[config.mk]
export PLATFORM = sky130hd
export DESIGN_NAME = api_frame_deframer
export DESIGN_NICKNAME = d
export VERILOG_FILES = /design/src/hdl/afd_pkg.sv /design/src/hdl/api_frame_deframer.sv /design/src/hdl/afd_core.sv /design/src/hdl/afd_skid.sv
export SDC_FILE = /design/constraint.sdc
export NUM_CORES = 1
export LEC_CHECK = 0
export BUFFER_PORTS_ARGS = -buffer_cell sky130_fd_sc_hd__clkbuf_2
export CAP_MARGIN = 20
export CORE_ASPECT_RATIO = 0.6
export CORE_UTILIZATION = 40
export DETAILED_ROUTE_END_ITERATION = 8
export PLACE_DENSITY = 0.56
export SETUP_SLACK_MARGIN = 0.05
export SKIP_CTS_REPAIR_TIMING = 1
export SYNTH_ARGS = -nofsm -noshare
export SYNTH_HDL_FRONTEND = slang
export SYNTH_SLANG_ARGS = --single-unit
[constraint.sdc]
create_clock -name clk -period 3.6 [get_ports clk]
set_input_delay 0.36 -clock clk [delete_from_list [all_inputs] [get_ports clk]]
set_output_delay 0.36 -clock clk [all_outputs]
set_load 0.005 [all_outputs]
[src/hdl/afd_pkg.sv]
// Package with the shared types and constants of the API frame deframer.
`default_nettype none
package afd_pkg;

    localparam logic [7:0] DELIM_BYTE = 8'h7E;
    localparam logic [7:0] GOOD_SUM   = 8'hFF;

    typedef enum logic [2:0] {
        PH_HUNT    = 3'd0,
        PH_LEN_HI  = 3'd1,
        PH_LEN_LO  = 3'd2,
        PH_API     = 3'd3,
        PH_PAYLOAD = 3'd4,
        PH_CHECK   = 3'd5
    } phase_t;

    typedef enum logic [2:0] {
        EV_NONE    = 3'd0,
        EV_API     = 3'd1,
        EV_PAYLOAD = 3'd2,
        EV_GOOD    = 3'd3,
        EV_BADSUM  = 3'd4,
        EV_ZEROLEN = 3'd5
    } event_t;

    typedef struct packed {
        event_t      event_res;
        logic [7:0]  data_byte;
        logic [31:0] skipped_count;
    } result_t;

endpackage
`default_nettype wire

[src/hdl/api_frame_deframer.sv]
// Top level of the API frame deframer: byte parser followed by a skid output stage.
//
// Input channel: one received byte per item on rx_byte, qualified by in_valid
// and held off by in_stall. Output channel: one result item per input byte on
// event_res, data_byte and skipped_count, qualified by out_valid and held off
// by out_stall.
// The parser hunts for the 0x7E delimiter, reads a big-endian 16-bit length,
// the API identifier, length-1 payload bytes and a checksum byte. API and
// payload bytes are passed on as they arrive; the checksum byte reports frame
// good or bad checksum, and a zero length is reported on the low length byte.
// The result of an accepted byte is formed combinationally and registered in the
// output register, or in the skid stage while the output is stalled. Throughput
// is one byte per cycle while in_stall is low.
// Reset clears the parser to hunting, the skip count to zero and both output
// stages to empty. When the receiver stalls, the output register holds its
// item and one more byte is caught in the skid stage; in_stall then rises
// until the output drains.
`default_nettype none
module api_frame_deframer (
    input  wire logic        clk,
    input  wire logic        rst_n,
    input  wire logic        in_valid,
    output logic             in_stall,
    input  wire logic [7:0]  rx_byte,
    output logic             out_valid,
    input  wire logic        out_stall,
    output logic [2:0]       event_res,
    output logic [7:0]       data_byte,
    output logic [31:0]      skipped_count
);
    import afd_pkg::*;

    logic    take;
    logic    full;
    result_t core_result;
    result_t out_data;

    assign in_stall = full;
    assign take     = in_valid && !full;

    afd_core u_core (
        .clk     (clk),
        .rst_n   (rst_n),
        .take    (take),
        .rx_byte (rx_byte),
        .result  (core_result)
    );

    afd_skid u_skid (
        .clk       (clk),
        .rst_n     (rst_n),
        .load      (take),
        .load_data (core_result),
        .full      (full),
        .out_valid (out_valid),
        .out_stall (out_stall),
        .out_data  (out_data)
    );

    assign event_res     = out_data.event_res;
    assign data_byte     = out_data.data_byte;
    assign skipped_count = out_data.skipped_count;

endmodule
`default_nettype wire

[src/hdl/afd_core.sv]
// Parser state registers and the next-state logic that turns one byte into one result.
`default_nettype none
module afd_core (
    input  wire logic            clk,
    input  wire logic            rst_n,
    input  wire logic            take,
    input  wire logic [7:0]      rx_byte,
    output afd_pkg::result_t     result
);
    import afd_pkg::*;

    phase_t      phase_reg, phase_next;
    logic [15:0] remaining_reg, remaining_next;
    logic [7:0]  sum_reg, sum_next;
    logic [31:0] skip_reg, skip_next;
    event_t      event_next;
    logic [15:0] remaining_dec;

    assign remaining_dec = remaining_reg - 16'd1;

    always_comb
    begin
        phase_next     = phase_reg;
        remaining_next = remaining_reg;
        sum_next       = sum_reg;
        skip_next      = skip_reg;
        event_next     = EV_NONE;
        case (phase_reg)
            PH_LEN_HI:
            begin
                remaining_next = {rx_byte, 8'h00};
                phase_next     = PH_LEN_LO;
            end
            PH_LEN_LO:
            begin
                remaining_next = {remaining_reg[15:8], rx_byte};
                if ({remaining_reg[15:8], rx_byte} == 16'd0)
                begin
                    event_next = EV_ZEROLEN;
                    phase_next = PH_HUNT;
                end
                else
                begin
                    phase_next = PH_API;
                end
            end
            PH_API, PH_PAYLOAD:
            begin
                if (phase_reg == PH_API)
                begin
                    sum_next   = rx_byte;
                    event_next = EV_API;
                end
                else
                begin
                    sum_next   = sum_reg + rx_byte;
                    event_next = EV_PAYLOAD;
                end
                remaining_next = remaining_dec;
                phase_next     = (remaining_dec == 16'd0) ? PH_CHECK : PH_PAYLOAD;
            end
            PH_CHECK:
            begin
                sum_next   = sum_reg + rx_byte;
                event_next = ((sum_reg + rx_byte) == GOOD_SUM) ? EV_GOOD : EV_BADSUM;
                phase_next = PH_HUNT;
            end
            default:
            begin
                if (rx_byte == DELIM_BYTE)
                begin
                    phase_next = PH_LEN_HI;
                end
                else
                begin
                    phase_next = PH_HUNT;
                    if (skip_reg != 32'hFFFF_FFFF)
                    begin
                        skip_next = skip_reg + 32'd1;
                    end
                end
            end
        endcase
    end

    always_comb
    begin
        result.event_res     = event_next;
        result.data_byte     = rx_byte;
        result.skipped_count = skip_next;
    end

    always_ff @(posedge clk or negedge rst_n)
    begin
        if (!rst_n)
        begin
            phase_reg     <= PH_HUNT;
            remaining_reg <= 16'd0;
            sum_reg       <= 8'd0;
            skip_reg      <= 32'd0;
        end
        else if (take)
        begin
            phase_reg     <= phase_next;
            remaining_reg <= remaining_next;
            sum_reg       <= sum_next;
            skip_reg      <= skip_next;
        end
    end

    a_check_empty: assert property (@(posedge clk) disable iff (!rst_n)
        phase_reg == PH_CHECK |-> remaining_reg == 16'd0)
        else $error("checksum phase entered with bytes still to come");

    a_body_nonzero: assert property (@(posedge clk) disable iff (!rst_n)
        (phase_reg == PH_API || phase_reg == PH_PAYLOAD) |-> remaining_reg != 16'd0)
        else $error("frame body phase with no bytes left");

    a_skip_monotone: assert property (@(posedge clk) disable iff (!rst_n)
        1'b1 |=> skip_reg >= $past(skip_reg))
        else $error("skip count decreased");

endmodule
`default_nettype wire

[src/hdl/afd_skid.sv]
// Output register with a skid stage so the input side keeps moving while a result waits.
`default_nettype none
module afd_skid (
    input  wire logic             clk,
    input  wire logic             rst_n,
    input  wire logic             load,
    input  wire afd_pkg::result_t load_data,
    output logic                  full,
    output logic                  out_valid,
    input  wire logic             out_stall,
    output afd_pkg::result_t      out_data
);
    import afd_pkg::*;

    logic    out_valid_reg, skid_valid_reg;
    result_t out_data_reg, skid_data_reg;
    logic    out_free;

    assign out_free  = !out_valid_reg || !out_stall;
    assign full      = skid_valid_reg;
    assign out_valid = out_valid_reg;
    assign out_data  = out_data_reg;

    always_ff @(posedge clk or negedge rst_n)
    begin
        if (!rst_n)
        begin
            out_valid_reg  <= 1'b0;
            skid_valid_reg <= 1'b0;
        end
        else if (out_free)
        begin
            out_valid_reg  <= skid_valid_reg || load;
            skid_valid_reg <= 1'b0;
        end
        else if (load)
        begin
            skid_valid_reg <= 1'b1;
        end
    end

    always_ff @(posedge clk)
    begin
        if (out_free)
        begin
            out_data_reg <= skid_valid_reg ? skid_data_reg : load_data;
        end
        if (!out_free && load)
        begin
            skid_data_reg <= load_data;
        end
    end

    a_skid_behind_out: assert property (@(posedge clk) disable iff (!rst_n)
        skid_valid_reg |-> out_valid_reg)
        else $error("skid stage holds an item while the output register is empty");

    a_skid_catches: assert property (@(posedge clk) disable iff (!rst_n)
        (load && out_valid_reg && out_stall) |=> skid_valid_reg)
        else $error("item accepted during a stall was not kept");

    a_out_holds: assert property (@(posedge clk) disable iff (!rst_n)
        (out_valid_reg && out_stall) |=> (out_valid_reg && $stable(out_data_reg)))
        else $error("stalled output item changed or was dropped");

endmodule
`default_nettype wire
==> results of run 1 <==
where the power goes:
part / switching [mW] / leakage [nW] / internal, mW
clock: 0.727 / 0.267 / 1.02
sequential: 0.299 / 1.61 / 2.11
combinational: 1.30 / 1.62 / 0.812
Yosys cell counts (all sizes together) (5+ instances only):
library cell | instances | area (um^2)
a21oi | 25 | 125
nor4 | 12 | 81.3
inv | 14 | 52.6
clkbuf | 29 | 109
nand4b | 5 | 43.8
nor2b | 12 | 75.1
nand3 | 16 | 85.1
or3 | 7 | 43.8
xor2 | 20 | 175
a31oi | 17 | 106
xnor2 | 37 | 324
nand2 | 50 | 188
nand4 | 25 | 171
or2 | 7 | 43.8
o31ai | 9 | 81.3
or4 | 11 | 82.6
o21ai | 35 | 175
ha | 10 | 125
nor3 | 18 | 95.1
a32oi | 7 | 61.3
nor4b | 6 | 52.6
nor2 | 51 | 191
and3 | 9 | 56.3
dfrtp | 61 | 1530
edfxtp | 86 | 2580
buf | 15 | 83.8
and4 | 7 | 61.3
mux2 | 29 | 327
a311oi | 8 | 70.1
and2 | 10 | 62.6
nand2b | 6 | 37.5
cells by family after synthesis:
group	after synthesis	synth area share (%)
AND/OR/NAND/NOR	260	18.2
AO/OA/AOI/OAI	154	14.0
flip-flops	147	52.0
buffers and inverters	58	3.10
XOR/XNOR	57	6.31
multiplexers	33	4.64
adder cells (fa/ha/maj)	11	1.84
layer usage:
layer / share of wire [%] / global-route usage [%]
met1: 53 / 34.7
met2: 40 / 27.8
met3: 5.9 / 4.40
met4: 1.2 / 6.67
met5: 0 / 0
stage by stage:
| step | instance area [um^2] | util (%) | power, mW | hold slack, ps |
|---|---|---|---|---|
| after floorplan | 7910 | - | 3.85 | 64.4 |
| after global placement | 8470 | 44.2 | 4.47 | 314 |
| after detailed placement | 8470 | 44.2 | 4.51 | 322 |
| after CTS | 9040 | 47.2 | 6.27 | -128 |
| after global routing | 9060 | 47.2 | 6.65 | 260 |
| final | 9060 | 47.2 | 6.27 | 256 |
final timing paths:
| path | startpoint | to | slack (ps) | cells past startpoint |
|---|---|---|---|---|
| max in group asynchronous | rst_n | u_core.skip_reg[21]$_DFFE_PN0P_ | 2390 | 3 |
| worst max register to register | u_core.skip_reg[15]$_DFFE_PN0P_ | u_skid.out_data[11]$_DFFE_PN_ | 790 | 6 |
| min in group asynchronous | rst_n | u_core.skip_reg[8]$_DFFE_PN0P_ | 420 | 2 |
| worst max-delay path | u_core.skip_reg[15]$_DFFE_PN0P_ | u_skid.out_data[11]$_DFFE_PN_ | 790 | 6 |
| worst min-delay path | rx_byte[0] | u_skid.skid_data_reg[32]$_DFFE_PP_ | 260 | 1 |
| worst min register to register | u_core.sum_reg[5]$_DFFE_PN0P_ | u_core.sum_reg[5]$_DFFE_PN0P_ | 480 | 2 |
cell type report:
class | instances | area share (%)
multi-input cells | 515 | 39.3
clock inverters | 13 | 1.53
well taps | 266 | 3.67
inverters | 14 | 0.580
repair buffers | 74 | 4.72
clock buffers | 19 | 4.78
flip-flops and latches | 147 | 45.4
==> results.txt, run 1 <==
- Number of endpoints failing setup at the final stage: 0
* Power density over the cells: 692 nW/um^2
- The layout has ~1800 filler cells.
* Number of nets in the layout: around 800
- The smallest clock period supported by the final layout is computed as 2810 ps.
- Routability congestion estimate from global placement: 0.909
- Commonest cells after routing, fill and taps aside: 86 x edfxtp_1, 61 x dfrtp_1, 56 x clkbuf_2, 50 x nor2_1, 49 x nand2_1
* Avg WL per Cell: 19.6 um
* Number of nets produced by synthesis: 743
- Worst min path class: input pin to register
* Combined area of all synthesized cells: approximately 8000 um^2
- Static timing analysis puts the maximum clock frequency at ~0.36 GHz.
* Drc violations: 0
- Worst clock skew: around 13 ps
* # rows: 39
- Fraction of final layout cells sized beyond drive strength 1: 19.4%
- The number of placed instances, taps included, is 1014.
- For this run, the number of standard cells in the final layout without fillers is 1048.
- Clock latency on the worst-skew pair, taken at its later pin, is 430 ps.
- Count of clock tree sinks: 147
* Number of enable-type register cells in the synthesized netlist: 86
* FF+latch count, synth: 147
- The count of buffers added on input and output ports is 56.
- The first global-routing pass estimated 33.5 mm of wire.
* LEAKAGE: 3.50 nW
- Critical path's top delay family: simple AND/OR/NAND/NOR gates
- After synthesis, the share of flip-flops with an asynchronous set or reset is 41.5%.
- The flow ran to the end, and the final reports show no timing, DRC or antenna violations.
- Clock tree from TritonCTS: yes
- The largest single stage delay on the critical path is ~740 ps.
- Height of the die: around 110 um
- Global routing finished with a remaining overflow of 0.
- Floorplan die width: between 150 and 200 um
- STA classifies the critical path endpoint as a register.
* Setup repair after global routing missed its margin: no
- Clock tree synthesis inserted a total of 17 buffers.
* Maximum fanout count along the critical path: 18
- The library cell used most frequently in the layout, excluding fill and tap cells, is edfxtp_1.
- Global-route usage over all layers: 21.4%
- Each instance of the synthesized netlist takes up on average 11.0 um^2.
- The first detailed-routing pass ran for 5 iterations.
- Initial antenna violation count: 0
- The clock passes through at most 2 buffers.
- Syn-to-layout area delta: 14.5%
* Number of diodes: 0
- Data arrival time at the worst-slack endpoint: a little under 3000 ps
- Across the run, the number of max-cap violations was 0.
- Slowest cell on the critical path: or4_1
* Area taken by multi-input logic gates: 3560 um^2
- Main flop type after synthesis: edfxtp_1
- After detailed routing, the total wire length is roughly 21 mm.
- The setup path with the least slack is of type register to register.
- Synth warnings: 0
- Number of top-level design ports: 57
- Timing analysis after detailed placement gives a worst setup slack of 670 ps.
* Number of buffer and inverter instances along the worst setup path: 1
- Starting DRC count in detailed routing: 520
- Dividing the final minimum period by the clock period gives 78.0%.
- The max-slew violation total from the final report is 0.
* Post-synthesis cell type count: 76
* Proportion of synthesized chip area in sequential cells: around half
* Root Buffer: clkbuf_16
- The worst setup path is launched from a register.
- Total area of sequential cells: approximately 4000 um^2
* Number of H-tree levels: 4
- Maximum number of pins on one net before global-route repair: 46
- Vias per std cell: 5.75
* Maximum ir drop on the vdd rail: 0.339 mV
- The final count of hold timing violations is 0.
* Initial core utilization: 41.2%
- Die area: 20400 um^2
- Clock-pin slew was measured on the worst setup and hold paths at 60 ps.
* Total half-perimeter wirelength after legalization and detailed placement: roughly 14 mm
- Remaining max-slew budget at the tightest pin: 28.8%
- Via count of the first global-routing pass: a little under 6000
- The routed layout has 6030 vias.
* Synthesized instance count: 720
- At the pin with the least slew margin, the transition time is 1060 ps.
* Total core area: ~19000 um^2
- Across all setup checks in the final design, the least slack found is 793 ps.
- After routing, the total negative slack on setup checks comes to 0 ps.
- The detail route stage leaves a number of antenna-violating nets equal to 0.
* CP Cell Sequence: nand4_1, or4_1, o31ai_4, buf_4, nor4b_1, a221o_1
- Required time reported for the critical path endpoint: 3760 ps
(Power assumes the default switching activity.)
==> run 2, diff against run 1 <==
- PLACE_DENSITY: 0.56 -> 0.54
- clock period: 3.6 -> 2.9 ns (I/O delays scaled with it)
==> results.txt, run 2 (same netlist as run 1, synthesis figures left out) <==
- In this run, flip-flops and latches consume 36.6% of the power.
- Area taken by multi-input logic gates: 3570 um^2
* Initial core utilization: about two fifths
- The placed instances occupy a cell area of 8640 um^2.
- Switching fraction of total power: roughly 35%
* Die area: 20400 um^2
- Most common cell after layout, fill and taps aside: edfxtp_1
- The HPWL after detailed placement is 14.5 mm.
* LEAKAGE: 3.64 nW
- In this run the remaining antenna-violating nets after routing total 0.
- Routed Wire Length: 20.8 mm
* Maximum fanout count along the critical path: 10
- The tree built by TritonCTS fans out to ~150 sinks.
- The design draws 8.13 mW.
- IR analysis of the VDD net gives a maximum drop of approximately 0.45 mV.
- Worst skew pair latency: 430 ps
- Number of endpoints failing setup at the final stage: 0
- 57 I/O pins were placed.
- Clock tree from TritonCTS: yes
- Starting DRC count in detailed routing: 523
- Global-route usage over all layers: 21.5%
- Measured against its own limit, the worst slew margin works out to about a third.
- Maximum number of pins on one net before global-route repair: 62
* Final Instance Area: 9290 um^2
* Avg WL per Cell: 19.4 um
- After detailed routing, the number of remaining DRC violations is 0.
- The max-slew violation total from the final report is 0.
- Setup TNS: 0 ps
- In the routed layout, each cell is associated on average with a via count of 5.80.
- Dividing total power by cell area gives a power density of 875 nW/um^2.
* Largest buffer count on any clock path: 2
* Tightest Pin Transition: 978 ps
- In the final layout, flip-flops and latches occupy 4110 um^2.
- The worst setup path is captured at a register.
- Height of the die: about 110 um
* Number of buffers added by the clock tree synthesis step: 17
* Clock network power share: 29.7%
- For this run, the top clock speed supported by timing is ~0.36 GHz.
- Final-layout fill cell count: 1750
* Min Tclk post-route: between 2000 and 3000 ps
- The count of buffers added on input and output ports is 56.
* Initial antenna violation count: 0
- Once routing completed, OpenROAD measured the worst setup slack at about 150 ps.
- Number of nets in the layout: 812
- At the end of routability-driven placement, the weighted congestion stood at slightly below 0.9.
* Int Power: 5.25 mW
* Worst clock skew: 7.31 ps
- STA classifies the critical path startpoint as a register.
* Worst Hold Margin: between 150 and 200 ps
* Fraction of final layout cells sized beyond drive strength 1: 21.4%
- In this run the power spent charging and discharging nets is approximately 2.9 mW.
- The repair_antennas step left the layout with diodes totalling 0.
* Number of maximum-capacitance constraint violations: 0
* Root Buffer: clkbuf_16
- From left edge to right edge, the die measures 184 um.
- Required time reported for the critical path endpoint: 3080 ps
- Via count of the first global-routing pass: 5770
* DP Worst Slack: approximately 150 ps
* Syn-to-layout area delta: 17.5%
- The H-tree was split into 4 levels.
- Setup repair after global routing left no endpoint under its margin.
* Combinational cell fraction of total power: 33.7%
- CTS clk-pin slew, worst paths: approximately 60 ps
* Iteration count of the initial detailed-routing pass: 7
- Result of the run: finished, final reports clean
- The worst path uses 94.7% of the clock period.
* Via count: between 6000 and 7000
* Worst min path class: input pin to register
- The setup path with the least slack is of type register to register.
- Data arrival time at the worst-slack endpoint: 2920 ps
- The first global-routing pass estimated 33.1 mm of wire.
- # rows: 39
- The final count of hold timing violations is 0.
- The floorplan step defined a core boundary enclosing 19200 um^2.
- Commonest cells after routing, fill and taps aside: 86 x edfxtp_1, 61 x dfrtp_1, 56 x clkbuf_2, 50 x nor2_1, 49 x nand2_1
* Final global-route overflow total: 0
-- run 2: changes by cell type in the layout (fill, tap and decap cells not counted), sizes merged --
cell | previous run | this run
clkinv | 7 | 2
bufinv | 2 | 5
clkinvlp | 4 | 3
clkbuf | 75 | 78
buf | 17 | 37
-- run 2: power groups by stage --
stage	combinational [mW]	clock (mW)	sequential (mW)
final	2.74	2.41	2.97
after global routing	3.03	2.56	3.03
after CTS	2.70	2.47	2.97
after detailed placement	2.69	0	3.00
after global placement	2.64	0	2.98
after floorplan	1.89	0	2.88
-- run 2: layer usage --
layer | GRT usage (%) | vias up | part of all wire [%]
li1 | - | 2882 | -
met2 | 26.9 | 233 | 38
met4 | 5.78 | 0 | 1.0
met3 | 5.78 | 16 | 7.8
met5 | 0 | - | 0
met1 | 35.0 | 3063 | 53
-- run 2: per-stage QoR --
stage	utilization (%)	cells
2_1_floorplan	-	720
3_3_place_gp	45.0	1034
3_5_place_dp	45.1	1035
4_1_cts	48.4	1067
5_1_grt	48.5	1068
6_report	48.5	1068
-- run 2: path summary, 6_finish.rpt --
path | from | endpoint | slack (ps) | depth (start not counted)
worst max-delay path | u_core.skip_reg[0]$_DFFE_PN0P_ | u_skid.out_data[24]$_DFFE_PN_ | 150 | 6
worst min-delay path | in_valid | u_skid.out_valid$_DFFE_PN0N_ | 200 | 3
worst max register to register | u_core.skip_reg[0]$_DFFE_PN0P_ | u_skid.out_data[24]$_DFFE_PN_ | 150 | 6
worst min register to register | u_core.sum_reg[2]$_DFFE_PN0P_ | u_core.sum_reg[2]$_DFFE_PN0P_ | 500 | 2
max in group asynchronous | rst_n | u_core.skip_reg[27]$_DFFE_PN0P_ | 2180 | 3
min in group asynchronous | rst_n | u_core.sum_reg[4]$_DFFE_PN0P_ | 420 | 3
-- run 2: critical path: stages (launching register included) --
cell and delay, ps:
dfrtp_1 430, ha_1 250, and4_1 340, nand4_4 260, nor4_1 530, mux2_2 410
mux2_2 260
-- run 2: area by class of cell --
| type | count | share of cell area, % |
|---|---|---|
| Clock inverter | 10 | 1.97 |
| Multi-Input combinational cell | 515 | 38.4 |
| Clock buffer | 22 | 4.89 |
| Tap cell | 266 | 3.58 |
| Inverter | 14 | 0.566 |
| Timing Repair Buffer | 94 | 6.38 |
| Sequential cell | 147 | 44.2 |
==> run 3, diff against run 2 <==
- SETUP_SLACK_MARGIN: 0.05 -> 0.4
==> results.txt, run 3 (same netlist as run 1, synthesis figures left out) <==
* Total area of sequential cells: 4110 um^2
- Seq pwr share: 37.0%
- The max-slew violation total from the final report is 0.
- The endpoint identified for the worst register-to-register timing path is u_skid.out_data[24]$_DFFE_PN_.
* Slack of the worst reg-to-reg path: approximately 480 ps
- Setup violations remaining at the end of the flow were counted as 0.
- Measured against its own limit, the worst slew margin works out to 30.4%.
- Worst clock skew: 10.4 ps
- The clock tree synthesis step divided the H-tree into 4 levels.
- The clock network accounts for about 27% of the total power.
- Measured along the x axis, the die boundary spans 184 um.
* Routability congestion estimate from global placement: roughly 0.96
- Starting DRC count in detailed routing: 576
- TritonCTS built the clock tree.
- The number of cells on the worst reg-to-reg path is 6.
- Antenna viol nets, final: 0
- Total core area: roughly 19000 um^2
- Max-cap violations in this run came to 0.
- The number of buffers and inverters on the critical path is 1.
* Setup repair after global routing missed its margin: yes
- The worst path uses between 80% and 90% of the clock period.
- Via count of the first global-routing pass: 5769
- After detailed routing, the number of vias per cell comes to 5.74.
- At the worst endpoint, the required time is 3080 ps.
- Fraction of final layout cells sized beyond drive strength 1: 25.4%
* Int Power: just over 5 mW
- The flow ran to the end, and the final reports show no timing, DRC or antenna violations.
- Final global-route overflow total: 0
- The most critical setup path has its startpoint at u_core.phase_reg[1]$_DFFE_PN0P_.
* Tightest Pin Transition: 1040 ps
* Initial antenna violation count: 0
- Initial core utilization: 41.2%
- Largest buffer count on any clock path: 2
- Worst R2R Start: u_core.phase_reg[1]$_DFFE_PN0P_
* Syn-to-layout area delta: 19.5%
- After floorplanning, the core was divided into 39 placement rows.
- CTS clk-pin slew, worst paths: 70 ps
- Stages on worst setup path: 6
* Number of nets in the layout: 825
- Overall power consumption after layout is estimated at between 8 and 9 mW.
- Peak clock frequency supported by timing: approximately 0.41 GHz
- Delay contributed by the slowest stage of the critical path: 500 ps
- Global-route wire length before repair: 34.1 mm
- Avg WL per Cell: 20.2 um
- Global routing met3 resource utilization: around 6.4%
- Total half-perimeter wirelength after legalization and detailed placement: 15.3 mm
* Endpoint type of the worst setup path: register
- Entering global routing, the biggest net connects 41 pins.
- Global-route usage over all layers: ~22%
- Min Tclk post-route: 2420 ps
- The critical path is of the register to register type.
- Final hold violation count: 0
- Maximum ir drop on the vdd rail: ~0.42 mV
- After detailed routing, the number of remaining DRC violations is 0.
* Combinational cell fraction of total power: 36.1%
- The multi-input combinational cells in the finished layout cover a total of 3700 um^2.
- Number of buffers added by the clock tree synthesis step: 17
- Data arrival time at the worst-slack endpoint: between 2000 and 3000 ps
* Worst min path class: input pin to register
- The analysis attributes to cell leakage a power of 3.73 nW.
- Adding up every negative setup slack in the final design gives 0 ps.
- Die area: 20400 um^2
- The filler cells instantiated in the layout total between 1500 and 2000.
- Number of diodes: 0
- For this run, global-route usage on met1 was measured as 36.0%.
- The die is about 110 um tall.
- Power density over the cells: 851 nW/um^2
* Iteration count of the initial detailed-routing pass: 5
- Prior to clock tree synthesis, the placed netlist has a worst setup slack of 211 ps.
- Critical path's top delay family: simple AND/OR/NAND/NOR gates
- The routed layout has between 6000 and 7000 vias.
* Grt peak-use layer: met1
- Following the worst setup path forward leads to its endpoint at u_skid.out_data[24]$_DFFE_PN_.
- Switching power: ~3.0 mW
* Post-layout worst setup margin: 478 ps
- GR Layer Usage met2: 27.8%
* Worst Setup Start Kind: register
* Count of clock tree sinks: approximately 150
* Root Buffer: clkbuf_16
- In the layout the commonest cells are 86 x edfxtp_1, 58 x dfrtp_1, 56 x clkbuf_2, 49 x nor2_1.
- Number of top-level design ports: 57
- At the later pin of the worst-skew pair, clock insertion delay measures approximately 440 ps.
- Routed Wire Length: 21.8 mm
* Most common cell after layout, fill and taps aside: edfxtp_1
- Slowest cell on the critical path: dfrtp_1
- In this run the worst path has a maximum fanout of 16.
* Switching fraction of total power: 37.3%
- Crit path top cell by count: mux2_2
- Input/output buffers: 56
- CP Cell Sequence: nor3_1, o32ai_2, buf_4, nor4_4, mux2_2, mux2_2
## run 3: cell types whose count changed in the layout (fill, tap and decap cells not counted), moves of 2 or more
cell and change:
dfrtp_1 -3, dfrtp_2 +3, a2111oi_0 -2, nor4_4 +2, bufinv_16 -4, clkbuf_1 -2, clkinv_4 +5, buf_4 +13
## run 3: power by group through the flow
| stage | sequential, mW | combinational [mW] | clock [mW] |
|---|---|---|---|
| global placement | 2.98 | 2.68 | 0 |
| global route | 3.03 | 3.18 | 2.30 |
| finish | 2.97 | 2.91 | 2.16 |
| detailed placement | 3.00 | 2.74 | 0 |
| floorplan | 2.88 | 1.89 | 0 |
| CTS | 2.96 | 2.74 | 2.21 |
## run 3: metal layers
layer  vias up  part of all wire (%)
li1       2917                     -
met1      3089                    53
met2       183                    39
met3        14                   7.2
met4         0                  0.92
met5         -                     0
## run 3: worst min path at each step
stage | from | end | slack, ps | cells past startpoint
2_1_floorplan | rst_n | u_core.phase_reg[0]$_DFFE_PN0P_ | -6 | 0
3_5_place_dp | rst_n | u_core.sum_reg[4]$_DFFE_PN0P_ | 250 | 1
4_1_cts | rst_n | u_core.sum_reg[1]$_DFFE_PN0P_ | -220 | 1
6_report | in_valid | u_skid.out_valid$_DFFE_PN0N_ | 120 | 3
3_3_place_gp | rst_n | u_core.sum_reg[4]$_DFFE_PN0P_ | 250 | 1
5_1_grt | in_valid | u_skid.out_valid$_DFFE_PN0N_ | 130 | 3
## run 3: worst register-to-register path, cell delays in order (launching register included)
cell and delay [ps]:
dfrtp_1 500, nor3_1 330, o32ai_2 140, buf_4 230, nor4_4 340, mux2_2 380
mux2_2 260
## run 3: through the flow
step                cells  area [um^2]  utilization (%)  hold slack, ps
finish               1081         9450             49.3             116
floorplan             720         7920                -           -5.59
detailed placement   1041         8680             45.2             252
CTS                  1073         9250             48.2            -220
global route         1081         9450             49.3             133
global placement     1040         8670             45.2             251
## run 3: layout make-up
cell class | instances | share of cell area (%)
sequential | 147 | 43.5
inverter | 14 | 0.556
multi-input combinational | 516 | 39.2
tap | 266 | 3.52
clock buffer | 21 | 4.99
timing repair buffer | 106 | 7.10
clock inverter | 11 | 1.10
